$ cat src/rtl/ccp_pkg.sv
// Shared types, codes and lookup functions for the constant pool parser.
// Used by ccp_parse, ccp_out_buf and class_constant_pool_parser. No dependencies.
package ccp_pkg;

  localparam int unsigned KIND_W = 5;

  // Result codes.
  localparam logic [1:0] RK_ENTRY = 2'd0;
  localparam logic [1:0] RK_TEXT  = 2'd1;
  localparam logic [1:0] RK_ERROR = 2'd2;

  // Dense entry kinds that need special handling.
  localparam logic [KIND_W-1:0] KIND_UTF8   = 5'd0;
  localparam logic [KIND_W-1:0] KIND_LONG   = 5'd3;
  localparam logic [KIND_W-1:0] KIND_DOUBLE = 5'd4;
  localparam logic [KIND_W-1:0] KIND_NONE   = 5'd31;

  // Tag byte values from the class file format.
  localparam logic [7:0] TAG_UTF8        = 8'd1;
  localparam logic [7:0] TAG_INTEGER     = 8'd3;
  localparam logic [7:0] TAG_FLOAT       = 8'd4;
  localparam logic [7:0] TAG_LONG        = 8'd5;
  localparam logic [7:0] TAG_DOUBLE      = 8'd6;
  localparam logic [7:0] TAG_CLASS       = 8'd7;
  localparam logic [7:0] TAG_STRING      = 8'd8;
  localparam logic [7:0] TAG_FIELDREF    = 8'd9;
  localparam logic [7:0] TAG_METHODREF   = 8'd10;
  localparam logic [7:0] TAG_IMETHODREF  = 8'd11;
  localparam logic [7:0] TAG_NAMETYPE    = 8'd12;
  localparam logic [7:0] TAG_MHANDLE     = 8'd15;
  localparam logic [7:0] TAG_MTYPE       = 8'd16;
  localparam logic [7:0] TAG_DYNAMIC     = 8'd17;
  localparam logic [7:0] TAG_INVOKEDYN   = 8'd18;
  localparam logic [7:0] TAG_MODULE      = 8'd19;
  localparam logic [7:0] TAG_PACKAGE     = 8'd20;

  typedef enum logic [2:0] {
    FMT_LEN,
    FMT_RAW,
    FMT_ONE,
    FMT_TWO,
    FMT_HANDLE
  } fmt_t;

  typedef struct packed {
    logic [1:0]        result_kind;
    logic [KIND_W-1:0] entry_kind;
    logic [15:0]       slot_index;
    logic [63:0]       value_bits;
    logic [15:0]       second_index;
    logic [7:0]        handle_kind;
    logic [7:0]        text_byte;
    logic              last_text;
  } result_t;

  function automatic logic [KIND_W-1:0] tag_to_kind(input logic [7:0] tag);
    logic [KIND_W-1:0] k;
    case (tag)
      TAG_UTF8:       k = 5'd0;
      TAG_INTEGER:    k = 5'd1;
      TAG_FLOAT:      k = 5'd2;
      TAG_LONG:       k = 5'd3;
      TAG_DOUBLE:     k = 5'd4;
      TAG_CLASS:      k = 5'd5;
      TAG_STRING:     k = 5'd6;
      TAG_FIELDREF:   k = 5'd7;
      TAG_METHODREF:  k = 5'd8;
      TAG_IMETHODREF: k = 5'd9;
      TAG_NAMETYPE:   k = 5'd10;
      TAG_MHANDLE:    k = 5'd11;
      TAG_MTYPE:      k = 5'd12;
      TAG_DYNAMIC:    k = 5'd13;
      TAG_INVOKEDYN:  k = 5'd14;
      TAG_MODULE:     k = 5'd15;
      TAG_PACKAGE:    k = 5'd16;
      default:        k = KIND_NONE;
    endcase
    return k;
  endfunction

  // Number of field bytes that follow the tag.
  function automatic logic [3:0] kind_bytes(input logic [KIND_W-1:0] k);
    logic [3:0] n;
    case (k)
      5'd1, 5'd2, 5'd7, 5'd8, 5'd9, 5'd10, 5'd13, 5'd14: n = 4'd4;
      5'd3, 5'd4:                                        n = 4'd8;
      5'd11:                                             n = 4'd3;
      default:                                           n = 4'd2;
    endcase
    return n;
  endfunction

  function automatic fmt_t kind_fmt(input logic [KIND_W-1:0] k);
    fmt_t f;
    case (k)
      5'd0:                             f = FMT_LEN;
      5'd1, 5'd2, 5'd3, 5'd4:           f = FMT_RAW;
      5'd7, 5'd8, 5'd9, 5'd10, 5'd13,
      5'd14:                            f = FMT_TWO;
      5'd11:                            f = FMT_HANDLE;
      default:                          f = FMT_ONE;
    endcase
    return f;
  endfunction

endpackage

$ cat src/rtl/ccp_parse.sv
// Byte-level parse state machine for the constant pool stream.
// Depends on ccp_pkg for kind tables and the result struct.
module ccp_parse (
  input  logic              clk,
  input  logic              rst,
  input  logic              accept,
  input  logic [7:0]        data_byte,
  input  logic              pool_start,
  output logic              res_valid,
  output ccp_pkg::result_t  res
);

  typedef enum logic [1:0] {
    PH_TAG,
    PH_FIELDS,
    PH_TEXT
  } phase_t;

  phase_t                    phase, phase_next;
  logic [ccp_pkg::KIND_W-1:0] cur_kind, cur_kind_next;
  logic [3:0]                cnt, cnt_next;
  logic [63:0]               acc, acc_next;
  logic [15:0]               first_idx, first_idx_next;
  logic [7:0]                hkind, hkind_next;
  logic [15:0]               text_rem, text_rem_next;
  logic [15:0]               slot, slot_next;

  always_comb begin
    phase_t                     ph;
    logic [15:0]                slot_cur;
    logic [ccp_pkg::KIND_W-1:0] k;
    ccp_pkg::fmt_t              fmt;
    logic [1:0]                 adv;
    logic [16:0]                sum;

    phase_next     = phase;
    cur_kind_next  = cur_kind;
    cnt_next       = cnt;
    acc_next       = acc;
    first_idx_next = first_idx;
    hkind_next     = hkind;
    text_rem_next  = text_rem;
    res_valid      = 1'b0;
    res            = '0;
    adv            = 2'd0;

    // A pool start drops any partial entry and restarts slot numbering.
    ph       = pool_start ? PH_TAG : phase;
    slot_cur = pool_start ? 16'd1 : slot;
    fmt      = ccp_pkg::kind_fmt(cur_kind);
    k        = ccp_pkg::tag_to_kind(data_byte);

    res.slot_index = slot_cur;

    unique case (ph)
      PH_TEXT: begin
        res_valid       = 1'b1;
        res.result_kind = ccp_pkg::RK_TEXT;
        res.text_byte   = data_byte;
        text_rem_next   = text_rem - 16'd1;
        if (text_rem_next == 16'd0) begin
          res.last_text = 1'b1;
          adv           = 2'd1;
          phase_next    = PH_TAG;
        end else begin
          phase_next = PH_TEXT;
        end
      end
      PH_FIELDS: begin
        acc_next = {acc[55:0], data_byte};
        cnt_next = cnt + 4'd1;
        if (fmt == ccp_pkg::FMT_TWO && cnt_next == 4'd2) begin
          first_idx_next = acc_next[15:0];
        end
        if (fmt == ccp_pkg::FMT_HANDLE && cnt_next == 4'd1) begin
          hkind_next = data_byte;
        end
        phase_next = PH_FIELDS;
        if (cnt_next == ccp_pkg::kind_bytes(cur_kind)) begin
          res_valid       = 1'b1;
          res.result_kind = ccp_pkg::RK_ENTRY;
          res.entry_kind  = cur_kind;
          unique case (fmt)
            ccp_pkg::FMT_RAW: begin
              if (cnt_next == 4'd4) begin
                res.value_bits = {32'd0, acc_next[31:0]};
              end else begin
                res.value_bits = acc_next;
              end
            end
            ccp_pkg::FMT_TWO: begin
              res.value_bits   = {48'd0, first_idx};
              res.second_index = acc_next[15:0];
            end
            ccp_pkg::FMT_HANDLE: begin
              res.value_bits  = {48'd0, acc_next[15:0]};
              res.handle_kind = hkind;
            end
            default: begin
              res.value_bits = {48'd0, acc_next[15:0]};
            end
          endcase
          phase_next = PH_TAG;
          if (fmt == ccp_pkg::FMT_LEN && acc_next[15:0] != 16'd0) begin
            text_rem_next = acc_next[15:0];
            phase_next    = PH_TEXT;
          end else if (cur_kind == ccp_pkg::KIND_LONG ||
                       cur_kind == ccp_pkg::KIND_DOUBLE) begin
            adv = 2'd2;
          end else begin
            adv = 2'd1;
          end
        end
      end
      default: begin
        if (k == ccp_pkg::KIND_NONE) begin
          res_valid       = 1'b1;
          res.result_kind = ccp_pkg::RK_ERROR;
          res.value_bits  = {56'd0, data_byte};
          adv             = 2'd1;
          phase_next      = PH_TAG;
        end else begin
          cur_kind_next  = k;
          cnt_next       = 4'd0;
          acc_next       = '0;
          first_idx_next = '0;
          hkind_next     = '0;
          phase_next     = PH_FIELDS;
        end
      end
    endcase

    // The slot counter saturates at its top value.
    sum       = {1'b0, slot_cur} + {15'd0, adv};
    slot_next = sum[16] ? 16'hFFFF : sum[15:0];
  end

  always_ff @(posedge clk) begin
    if (rst) begin
      phase     <= PH_TAG;
      cur_kind  <= '0;
      cnt       <= '0;
      acc       <= '0;
      first_idx <= '0;
      hkind     <= '0;
      text_rem  <= '0;
      slot      <= 16'd1;
    end else if (accept) begin
      phase     <= phase_next;
      cur_kind  <= cur_kind_next;
      cnt       <= cnt_next;
      acc       <= acc_next;
      first_idx <= first_idx_next;
      hkind     <= hkind_next;
      text_rem  <= text_rem_next;
      slot      <= slot_next;
    end
  end

endmodule

$ cat src/rtl/ccp_out_buf.sv
// Result register with a skid stage: a result is taken in even while the output register is
// stalled, and the input side is held off only while the skid entry is full.
// Depends on ccp_pkg for the result struct.
module ccp_out_buf (
  input  logic             clk,
  input  logic             rst,
  input  logic             push,
  input  ccp_pkg::result_t push_data,
  output logic             in_ready,
  output logic             out_valid,
  input  logic             out_ready,
  output ccp_pkg::result_t out_data
);

  logic             skid_valid;
  ccp_pkg::result_t skid_data;
  logic             pop;

  assign pop      = out_valid && out_ready;
  assign in_ready = !skid_valid;

  always_ff @(posedge clk) begin
    if (rst) begin
      out_valid  <= 1'b0;
      skid_valid <= 1'b0;
    end else if (skid_valid) begin
      if (pop) begin
        skid_valid <= 1'b0;
      end
    end else if (push) begin
      if (!out_valid || pop) begin
        out_valid <= 1'b1;
      end else begin
        skid_valid <= 1'b1;
      end
    end else if (pop) begin
      out_valid <= 1'b0;
    end
  end

  always_ff @(posedge clk) begin
    if (skid_valid) begin
      if (pop) begin
        out_data <= skid_data;
      end
    end else if (push) begin
      if (!out_valid || pop) begin
        out_data <= push_data;
      end else begin
        skid_data <= push_data;
      end
    end
  end

endmodule

$ cat src/rtl/class_constant_pool_parser.sv
// Constant pool stream parser: one pool byte per item in, at most one result per item out.
// The block takes one byte in every cycle while its two-entry output stage has room; when the
// output stage is empty a result appears at the output the cycle after the byte that causes it,
// and the parse state machine updates in the same cycle it accepts a byte, so the sustained
// rate is one byte per cycle. Tag bytes and non-final field bytes give no result; the final
// field byte gives an entry result, each utf8 text byte gives a text result, and an unknown
// tag gives an error result. Depends on ccp_pkg, ccp_parse and ccp_out_buf.
module class_constant_pool_parser (
  input  logic         clk,
  input  logic         rst,
  input  logic         s_tvalid,
  output logic         s_tready,
  input  logic [7:0]   s_tdata,   // [7:0] data_byte
  input  logic [0:0]   s_tuser,   // [0] pool_start
  output logic         m_tvalid,
  input  logic         m_tready,
  // [15:0] slot_index, [79:16] value_bits, [95:80] second_index,
  // [103:96] handle_kind, [111:104] text_byte
  output logic [111:0] m_tdata,
  output logic [6:0]   m_tuser,   // [1:0] result_kind, [6:2] entry_kind
  output logic         m_tlast    // last_text
);

  logic             accept;
  logic             res_valid;
  ccp_pkg::result_t res;
  ccp_pkg::result_t out_res;

  assign accept = s_tvalid && s_tready;

  ccp_parse u_parse (
    .clk        (clk),
    .rst        (rst),
    .accept     (accept),
    .data_byte  (s_tdata),
    .pool_start (s_tuser[0]),
    .res_valid  (res_valid),
    .res        (res)
  );

  ccp_out_buf u_out (
    .clk       (clk),
    .rst       (rst),
    .push      (accept && res_valid),
    .push_data (res),
    .in_ready  (s_tready),
    .out_valid (m_tvalid),
    .out_ready (m_tready),
    .out_data  (out_res)
  );

  assign m_tdata = {out_res.text_byte, out_res.handle_kind, out_res.second_index,
                    out_res.value_bits, out_res.slot_index};
  assign m_tuser = {out_res.entry_kind, out_res.result_kind};
  assign m_tlast = out_res.last_text;

  // The input side only stalls when both output entries are occupied.
  a_stall_has_output: assert property (@(posedge clk) disable iff (rst)
    !s_tready |-> m_tvalid)
    else $error("input stalled with no pending output");

  a_last_is_text: assert property (@(posedge clk) disable iff (rst)
    m_tvalid && m_tlast |-> m_tuser[1:0] == ccp_pkg::RK_TEXT)
    else $error("last_text set on a non-text result");

  a_error_fields: assert property (@(posedge clk) disable iff (rst)
    m_tvalid && m_tuser[1:0] == ccp_pkg::RK_ERROR |->
      m_tdata[111:80] == 32'd0 && m_tdata[79:24] == 56'd0 && m_tuser[6:2] == 5'd0)
    else $error("error result carries nonzero fields");

  a_slot_nonzero: assert property (@(posedge clk) disable iff (rst)
    m_tvalid |-> m_tdata[15:0] != 16'd0)
    else $error("result slot index is zero");

endmodule
$ cat config.mk
export PLATFORM = sky130hd
export DESIGN_NAME = class_constant_pool_parser
export DESIGN_NICKNAME = d
export VERILOG_FILES = /design/src/rtl/ccp_pkg.sv /design/src/rtl/ccp_parse.sv /design/src/rtl/ccp_out_buf.sv /design/src/rtl/class_constant_pool_parser.sv
export SDC_FILE = /design/constraint.sdc
export NUM_CORES = 1
export LEC_CHECK = 0
export BUFFER_PORTS_ARGS = -buffer_cell sky130_fd_sc_hd__buf_2
export CORE_MARGIN = 2
export CORE_UTILIZATION = 60
export CTS_CLUSTER_DIAMETER = 150
export DETAILED_ROUTE_END_ITERATION = 16
export PLACE_DENSITY = 0.87
export SLEW_MARGIN = 20
export SYNTH_ARGS = -nofsm -noshare
export SYNTH_HDL_FRONTEND = slang
export SYNTH_HIERARCHICAL = 1
export SYNTH_SLANG_ARGS = --single-unit
$ cat constraint.sdc
create_clock -name clk -period 12 [get_ports clk]
set_clock_uncertainty 0.15 [all_clocks]
set_input_delay 0.6 -clock clk [delete_from_list [all_inputs] [get_ports clk]]
set_output_delay 0.6 -clock clk [all_outputs]
set_load 0.01 [all_outputs]
**Word level (Yosys, flattened, before mapping)**

Memories as Yosys holds them, arrays and structs flattened. A register that Yosys moved wholly into a read port is not among the register bits.
Cells that the tools add are included.

- Memories kept: 3
- Register bits after elaboration: 365
- Memory bits (read-only): 272
- Bits in latches: 0
- Output and inout bits: 122
- RAM bits: 0

Memories:

| name | words | width | read ports | clocked after memory_dff | wr ports | RTL line | source |
|---|---|---|---|---|---|---|---|
| (no name shown) | 32 | 5 | 1 | 0 | 0 | ccp_pkg.sv:58 | `case (tag)` |
| (no name shown) | 16 | 4 | 1 | 1 | 0 | ccp_pkg.sv:84 | `case (k)` |
| (no name shown) | 16 | 3 | 1 | 1 | 0 | ccp_pkg.sv:95 | `case (k)` |

- Divide/modulo/power cells: 0
- Mux-type cells: 63
- Add/subtract/negate cells: 3
- $mul: 0
- Equality and inequality tests: 19
- Shift operators: 0
- Reduce and logical (&&, ||, !) cells: 27
- Bitwise logic cells: 5
- $lt $le $gt $ge: 0

Operators with widths:

| operator | count |
|---|---|
| 120-bit 2-to-1 mux | 4 |
| 64-bit case mux with 2 select lines | 2 |
| 16-bit 2-to-1 mux | 7 |
| 56-bit case mux with 2 select lines | 1 |
| 88-bit 2-to-1 mux | 1 |
| 64-bit 2-to-1 mux | 1 |
| 16-bit case mux with 2 select lines | 2 |
| 56-bit 2-to-1 mux | 1 |
| 8-bit 2-to-1 mux | 4 |
| 4-bit 2-to-1 mux | 7 |
| 24-bit 2-to-1 mux | 1 |
| 16-bit by 2-bit adder with 17-bit output | 1 |
| 16-bit logical NOT | 1 |
| 2-bit 2-to-1 mux | 8 |
| 8-bit case mux with 2 select lines | 1 |
| 16-bit nonzero test | 1 |
| 16-bit by 1-bit subtractor with 16-bit output (second input constant) | 1 |
| 5-bit 2-to-1 mux | 3 |
| 3-bit AND reduction | 5 |
| 1-bit 2-to-1 mux | 13 |
| 2-bit case mux with 2 select lines | 3 |
| 4-bit AND reduction | 3 |
| 9-bit 2-to-1 mux | 1 |
| 2-bit by 1-bit != test with 1-bit output (second input constant) | 4 |
| 24 further kinds | 41 |

**Depth between registers and ports, before layout**

Gate-level depths: netlist (run 1).

- Depth after elaboration: 9
- Gate-level depth with buffers: 21
- Mapped depth without buffers: 19

**Cells and area by module**

Netlist (run 1), hierarchy kept.

By module, submodules not included:

| module | area an instance (µm²) | seq. area each (µm²) | instances | cells an instance |
|---|---|---|---|---|
| ccp_out_buf | 8972.4 | 7247.0 | 1 | 387 |
| ccp_parse | 7125.6 | 2602.5 | 1 | 917 |
| class_constant_pool_parser | 12.5 | 0.0 | 1 | 2 |

**Worst setup path before layout (run 1)**

No wires, ideal clock.

- Kind: input to register
- Start: in s_tuser
- End: reg u_out/out_data[0] (netlist name), enable pin
- Path buffers: 4
- Library setup time: 0.639 ns
- Arrival: 8.180 ns
- Stages: 12
- Slack: 3.030 ns
- Required time: 11.211 ns
- Cells stage by stage: clkbuf_1 > clkbuf_1 > nor2b_1 > ha_1 > clkbuf_1 > o211a_1 > clkbuf_1 > nor3_1 > nor2_1 > and3_1 > mux2i_1 > a21oi_1

- Word-level cells in the longest chain between the ends: 6
- Elaborated cells on any way between the ends: 7

RTL lines:

| element | RTL line | source |
|---|---|---|
| from (decl) | class_constant_pool_parser.sv:14 | `input logic [0:0] s_tuser,` |
| 2-bit 2-to-1 mux * | ccp_parse.sv:48 | `ph = pool_start ? PH_TAG : phase;` |
| 2-bit by 1-bit == test with 1-bit output / 2-bit == test (equally long branches) | ccp_parse.sv:55 | `unique case (ph)` |
| 1-bit case mux with 2 select lines * | ccp_parse.sv:55 |  |
| net res_valid | class_constant_pool_parser.sv:25 | `logic res_valid;` |
| 1-bit logical AND * | class_constant_pool_parser.sv:44 | `.push (accept && res_valid),` |
| 2-bit nonzero test (no line) * | -- |  |
| 3-bit AND reduction (no line) * | -- |  |
| to (signal assigned) | ccp_out_buf.sv:44 | `out_data <= skid_data;` |
| to (signal assigned) | ccp_out_buf.sv:48 | `out_data <= push_data;` |
| to (decl) | ccp_out_buf.sv:12 | `output ccp_pkg::result_t out_data` |

The timed path passes the listed nets; every way through them passes the cells marked *.
A chain may end at the register's enable or synchronous reset.

**Worst setup path in the final report (run 1)**

- Start: reg u_parse.text_rem[8]
- End: reg u_parse.slot[13]

- Word-level cells in the longest chain between the ends: 6

RTL lines:

| element | RTL line | source |
|---|---|---|
| from (decl) | ccp_parse.sv:25 | `logic [15:0] text_rem, text_rem_next;` |
| from (signal assigned) | ccp_parse.sv:155 | `text_rem <= text_rem_next;` |
| 16-bit by 1-bit subtractor with 16-bit output | ccp_parse.sv:60 | `text_rem_next = text_rem - 16'd1;` |
| 16-bit logical NOT | ccp_parse.sv:61 | `if (text_rem_next == 16'd0) begin` |
| 1-bit 2-to-1 mux | ccp_parse.sv:61 |  |
| 2-bit case mux with 2 select lines | ccp_parse.sv:55 |  |
| 16-bit by 2-bit adder with 17-bit output | ccp_parse.sv:134 | `sum = {1'b0, slot_cur} + {15'd0, adv};` |
| 16-bit 2-to-1 mux | ccp_parse.sv:135 | `slot_next = sum[16] ? 16'hFFFF : sum[15:0];` |
| to (signal assigned) | ccp_parse.sv:156 | `slot <= slot_next;` |
| to (decl) | ccp_parse.sv:26 | `logic [15:0] slot, slot_next;` |

No other way between the ends.

==> out/results.txt, run 1 <==
vias in the first global route: 10200
layout cell share with drive strength beyond 1: 0.239
Tcrit/Tclk final: 0.456
CP required: 12.28 ns
Arrival @ worst endpoint: 5.76 ns
Synth Register Bits: 372
CTS tree: yes
DRC: 0
Worst setup SP type: register
Pwr Total: 2.73 mW
worst hold path endpoint: u_out/skid_valid$_SDFF_PP0_
setup_tns: 0 ns
R2R depth: 17
# rows: 59
FF-to-FF End: u_parse/slot[13]$_SDFFE_PP0P_
FILL cells: 1786
Post-synth ARST share: 0
CTS Hold Bufs: 0
Cell Count, Final, Fillers Out: 1772
HPWL Detailed: 22100 um
commonest non-fill, non-tap cell in the layout: edfxtp_1
Worst-Margin Slew: 1.01 ns
register share of total power: 0.532
GRT Util Overall: 0.242
hold path start: m_tready
RSZ-0062 raised after global routing: no
Max Cap Viol: 0
Clock Latency Late Sink: 0.52 ns
crit path max fanout: 13
Cells after Synth: 1306
DR WL/cell: 19.4 um
Min-Delay Path Class: primary input to register
multi-input logic area: 5720 sq um
Die Wd: 168 um
Crit Path Class: register to register
number of buffers added for setup after CTS: 0
Slew Limit Headroom: 0.324
final number of hold-violating endpoints: 0
share of the synthesized area in the top cell type: 0.447
Int Power: 2.11 mW
Hold Crit Depth: 2
top cells by area, synth: edfxtp_1 45%, dfxtp_1 16%, mux2_2 5.1%
fin crit period: 5.47 ns
Layout area overhead: 11.7%
syn_nets: 1334
Die ar.: 28200 sq um
antenna cells: 0
cts bufs inserted: 36
post-route cell area: 18000 sq um
top-level I/O count: 135
Reg area: 9850 sq um
pwr/cell area: 152 nW/um^2
vias per cell: 6.05
dpl cell area: 16900 sq um
NumNets Final: 1437
most frequent cells in the layout: 240 x edfxtp_1, 138 x nor2_1, 133 x buf_2
status: completed
# port buffers: 134
Crit. End Element: register
post-synth design cell area: 16100 sq um
Seq/Total Area, Yosys: 0.611
maximum buffer depth of the clock tree: 3
RePlAce Congestion: 0.918
via count: 10700
post-synth top area cell: edfxtp_1
Top FF cell, synth: edfxtp_1
GRT overflow: 0
Root Buffer: clkbuf_16
Resized Gates After CTS: 0
number of synthesized flops with an enable pin: 240
DRT iter0 DRCs: 1369
starting density of the core: 0.615
core area: 26200 sq um
R2R Setup Slk: 6.53 ns
Final Slew Violations: 0
die height: 168 um
worst vdd ir: 0.0852 mV
fmax: 183 MHz
first-pass GRT wire length: 55100 um
Distinct cells, synth: 77
initial antenna violation count: 0
Switching Fraction: 0.230
Setup Viol. Count Final: 0
largest net degree at the start of global routing: 92
clock transition at the registers of the reported paths: 0.06 ns
Post-Place Cells: 1706
RR Startpoint: u_parse/text_rem[8]$_SDFFE_PP0P_
drt pass-1 iters: 6
yosys warns: 6
final wirelength: 34400 um
H-Tree Depth: 2
Pleak: 6.77 nW
P_sw: 627 uW
clock sinks: 372
Logic pwr share: 0.081
clock power share: 0.387
Routed Antenna Nets: 0
syn avg cell area: 12.3 sq um
Finished Core Util: 0.687
-- flip-flops by register name, summed over array words and instances (netlist names), named ones only --
register / flops
u_parse/acc: 56
u_parse/cnt: 4
u_out/skid_valid: 1
u_out/out_data: 120
u_out/skid_data: 120
u_parse/slot: 16
u_parse/cur_kind: 5
u_parse/phase: 2
u_parse/text_rem: 16
u_parse/first_idx: 16
u_out/out_valid: 1
u_parse/hkind: 8
-- critical path, cell delays in order, from the launching register on --
cell and delay [ns]:
dfxtp_1 0.36, nor4_1 0.65, nand2_1 0.23, nor3_1 0.23
xor2_1 0.14, nor4_1 0.56, nand2_1 0.15, a21oi_1 0.24
ha_1 0.22, inv_1 0.07, fa_1 0.42, nor3b_2 0.29
nand4_1 0.23, nor2_1 0.21, and2_1 0.29, and3_1 0.50
o21ai_0 0.18, a211oi_1 0.28
-- layer usage --
layer	vias up	track usage	routed length, um
met5	-	0	0
met4	0	0.0715	771
met3	65	0.0367	2550
met2	496	0.373	15700
met1	5182	0.360	15300
li1	4974	-	-
-- stage by stage --
stage | setup WS, ns | hold slack [ns]
floorplan | 3.03 | 0.286
global placement | 6.69 | 0.292
detailed placement | 6.49 | 0.297
CTS | 6.82 | 0.155
global route | 6.31 | 0.165
finish | 6.53 | 0.166
-- cell families after synthesis --
| group | synth area share |
|---|---|
| simple gates | 0.130 |
| buf+inv | 0.0355 |
| flops | 0.611 |
| mux | 0.0995 |
| compound gates | 0.104 |
| xor+xnor | 0.00761 |
| fa+ha+maj | 0.0121 |
-- layout make-up --
| type | count | area share |
|---|---|---|
| Timing Repair Buffer | 146 | 0.0424 |
| Clock inverter | 19 | 0.00542 |
| Inverter | 38 | 0.00793 |
| Tap cell | 335 | 0.0233 |
| Clock buffer | 47 | 0.0558 |
| Sequential cell | 372 | 0.548 |
| Multi-Input combinational cell | 815 | 0.318 |
-- synth_stat cells (14+ instances only) --
library cell  count
nand2_1          77
mux2_4           48
mux2_2           73
edfxtp_1        240
and3_1           20
dfxtp_1         132
a22o_1           15
nand3_1          19
inv_1            38
nor2_1          138
nor3_1           21
a22oi_1          43
o21ai_0          39
a21oi_1          72
nor2b_1          19
buf_2            28
ha_1             14
clkbuf_1         38
and2_1           70
-- how the worst max path moves through the flow --
stage,from,endpoint,slack [ns]
after floorplan,s_tuser,u_out/out_data[0]$_DFFE_PP_,3.03
after global placement,s_tuser,u_parse/slot[13]$_SDFFE_PP0P_,6.69
after detailed placement,s_tuser,u_parse/slot[13]$_SDFFE_PP0P_,6.49
after CTS,u_parse/text_rem[8]$_SDFFE_PP0P_,u_parse/slot[13]$_SDFFE_PP0P_,6.82
after global routing,u_parse/text_rem[8]$_SDFFE_PP0P_,u_parse/slot[13]$_SDFFE_PP0P_,6.31
final,u_parse/text_rem[8]$_SDFFE_PP0P_,u_parse/slot[13]$_SDFFE_PP0P_,6.53
-- power groups by stage --
| stage | Combinational, mW | Sequential, mW | Clock [mW] |
|---|---|---|---|
| floorplan | 0.122 | 1.51 | 0 |
| global placement | 0.215 | 1.48 | 0 |
| detailed placement | 0.221 | 1.48 | 0 |
| CTS | 0.222 | 1.46 | 1.07 |
| global route | 0.239 | 1.46 | 1.12 |
| finish | 0.222 | 1.45 | 1.06 |
Note: power is estimated with default switching activity, not from simulation.
==> inputs of run 2 (changes only) <==
Clock period 12 ns to 5.4 ns, I/O delays scaled along.
==> run 2 against run 1 <==
Sequential share of layout area fell by 0.60 points. Critical path depth did not move. Routed wire length rose by 1.9%. Register-to-register slack got worse by 6.2 ns. Design area rose by 1.1%. Count of clock-buffer cells in the layout rose by 3. Critical endpoint unchanged.
==> out/results.txt, run 2 (synthesis results as in run 1) <==
Root Buffer: clkbuf_16
# rows: 59
Crit Path Class: register to register
initial antenna violation count: 0
DRT iter0 DRCs: 1389
# port buffers: 134
maximum buffer depth of the clock tree: 3
Pwr Total: 6.23 mW
final number of hold-violating endpoints: 0
cts bufs inserted: 37
Worst setup SP type: register
core area: 26200 sq um
HPWL Detailed: 22900 um
Setup Viol. Count Final: 0
Hold Crit Depth: 3
Top cell by count, worst path: nand2_1
pwr/cell area: 343 nW/um^2
P_sw: 1.43 mW
antenna cells: 0
vias per cell: 6.06
fmax: 199 MHz
Routed Antenna Nets: 0
via count: 10800
Tcrit/Tclk final: 0.931
Pleak: 6.86 nW
Layout area overhead: 12.9%
register share of total power: 0.518
R2R depth: 17
clock transition at the registers of the reported paths: 0.07 ns
Arrival @ worst endpoint: 5.32 ns
H-Tree Depth: 2
GRT overflow: 0
R2R Setup Slk: 0.37 ns
Logic pwr share: 0.081
setup_tns: 0 ns
first-pass GRT wire length: 55800 um
Final Slew Violations: 0
die height: 168 um
WL met1: 15300 um
FF-to-FF End: u_parse/slot[13]$_SDFFE_PP0P_
Worst-Margin Slew: 1.02 ns
most frequent cells in the layout: 240 x edfxtp_1, 138 x nor2_1, 133 x buf_2
layout cell share with drive strength beyond 1: 0.248
RR Startpoint: u_parse/text_rem[2]$_SDFFE_PP0P_
crit-path max cell delay: 0.54 ns
CTS tree: yes
final wirelength: 35000 um
Die ar.: 28200 sq um
biggest regs: u_out/out_data (120), u_out/skid_data (120), u_parse/acc (56)
clock sinks: 372
fin crit period: 5.03 ns
DR WL/cell: 19.7 um
largest net degree at the start of global routing: 88
hold path start: s_tdata[4]
RePlAce Congestion: 0.945
CP required: 5.69 ns
worst vdd ir: 0.217 mV
met2 WL: 16200 um
Clock Latency Late Sink: 0.52 ns
RSZ-0062 raised after global routing: no
FILL cells: 1666
Max Cap Viol: 0
Min-Delay Path Class: primary input to register
NumNets Final: 1445
starting density of the core: 0.615
Worst Path Buf+Inv: 1
Int Power: 4.80 mW
commonest non-fill, non-tap cell in the layout: edfxtp_1
status: completed
CP delay by family, top: simple AND/OR/NAND/NOR gates
Crit. End Element: register
number of buffers added for setup after CTS: 0
wire length on met3: 2740 um
Max stage delay cell, worst path: nor4_1
crit-path cells: nor3_4 > and4_1 > xnor2_1 > nand2_1 > nor4_1 > nand2_1 > a21oi_1 > ha_1 > inv_1 > fa_1 > nor3b_2 > nand4_1 > nor2_1 > and2_1 > and3_1 > o21ai_0 > a211oi_1
clock power share: 0.400
worst hold path endpoint: u_parse/first_idx[4]$_SDFFE_PP0P_
Highest Signal Layer: met4
vias in the first global route: 10300
GRT Util Overall: 0.246
DRC: 0
drt pass-1 iters: 6
Slew Limit Headroom: 0.320
top-level I/O count: 135
crit path max fanout: 13
Die Wd: 168 um
Switching Fraction: 0.229
-- run 2: changes by cell type in the layout (fill, tap and decap cells not counted), moves of 2 or more --
cell | before | now
inv_6 | 0 | 2
clkinv_1 | 9 | 1
inv_4 | 0 | 2
dlygate4sd3_1 | 0 | 3
clkinvlp_4 | 1 | 3
clkbuf_8 | 2 | 4
buf_12 | 0 | 3
-- run 2: power by group through the flow --
stage / Combinational [mW] / Clock, mW / Sequential [mW]
final: 0.506 / 2.50 / 3.23
after floorplan: 0.271 / 0 / 3.34
after detailed placement: 0.501 / 0 / 3.29
after global routing: 0.543 / 2.64 / 3.24
after CTS: 0.508 / 2.53 / 3.23
after global placement: 0.488 / 0 / 3.29
-- run 2: what timing repair did --
action	4_1_cts	5_1_grt
endpoints found under the setup margin	0	10
gates resized for setup	0	3
hold buffers	3	0
endpoints found under the hold margin	14	0
-- run 2: how the worst max path moves through the flow --
stage	cells after the start	start	slack (ns)	to
4_1_cts	17	u_parse/text_rem[5]$_SDFFE_PP0P_	0.37	u_parse/slot[13]$_SDFFE_PP0P_
5_1_grt	17	u_parse/text_rem[2]$_SDFFE_PP0P_	0.03	u_parse/slot[13]$_SDFFE_PP0P_
3_5_place_dp	17	u_parse/text_rem[5]$_SDFFE_PP0P_	0.39	u_parse/slot[13]$_SDFFE_PP0P_
6_report	17	u_parse/text_rem[2]$_SDFFE_PP0P_	0.37	u_parse/slot[13]$_SDFFE_PP0P_
3_3_place_gp	17	u_parse/text_rem[8]$_SDFFE_PP0P_	0.58	u_parse/slot[13]$_SDFFE_PP0P_
2_1_floorplan	12	u_parse/cnt[0]$_SDFFE_PP0P_	0.56	u_out/out_data[0]$_DFFE_PP_
-- run 2: cell type report --
class,count,area [sq um],share of cell area
Sequential cell,372,9850,0.541
Multi-Input combinational cell,815,5730,0.315
Clock buffer,50,1060,0.0581
Timing Repair Buffer,153,861,0.0473
Tap cell,335,419,0.0230
Inverter,38,143,0.00784
Clock inverter,17,130,0.00715
-- run 2: layer usage --
layer,GRT usage,up-vias
li1,-,4975
met1,0.353,5270
met2,0.384,486
met3,0.0465,63
met4,0.0790,0
met5,0,-
-- run 2: metrics by stage --
| step | utilization | hold slack (ns) | worst slack [ns] | cells | instance area [sq um] |
|---|---|---|---|---|---|
| floorplan | - | 0.198 | 0.558 | 1306 | 16100 |
| global placement | 0.647 | 0.291 | 0.576 | 1710 | 17000 |
| detailed placement | 0.647 | 0.299 | 0.393 | 1710 | 17000 |
| CTS | 0.694 | 0.00489 | 0.369 | 1780 | 18200 |
| global route | 0.694 | 0.0232 | 0.0285 | 1780 | 18200 |
| finish | 0.694 | 0.0251 | 0.370 | 1780 | 18200 |
-- run 2: worst min-delay path: stages --
cell	delay, ns
buf_2	0.21
nand3_1	0.11
a21oi_1	0.06
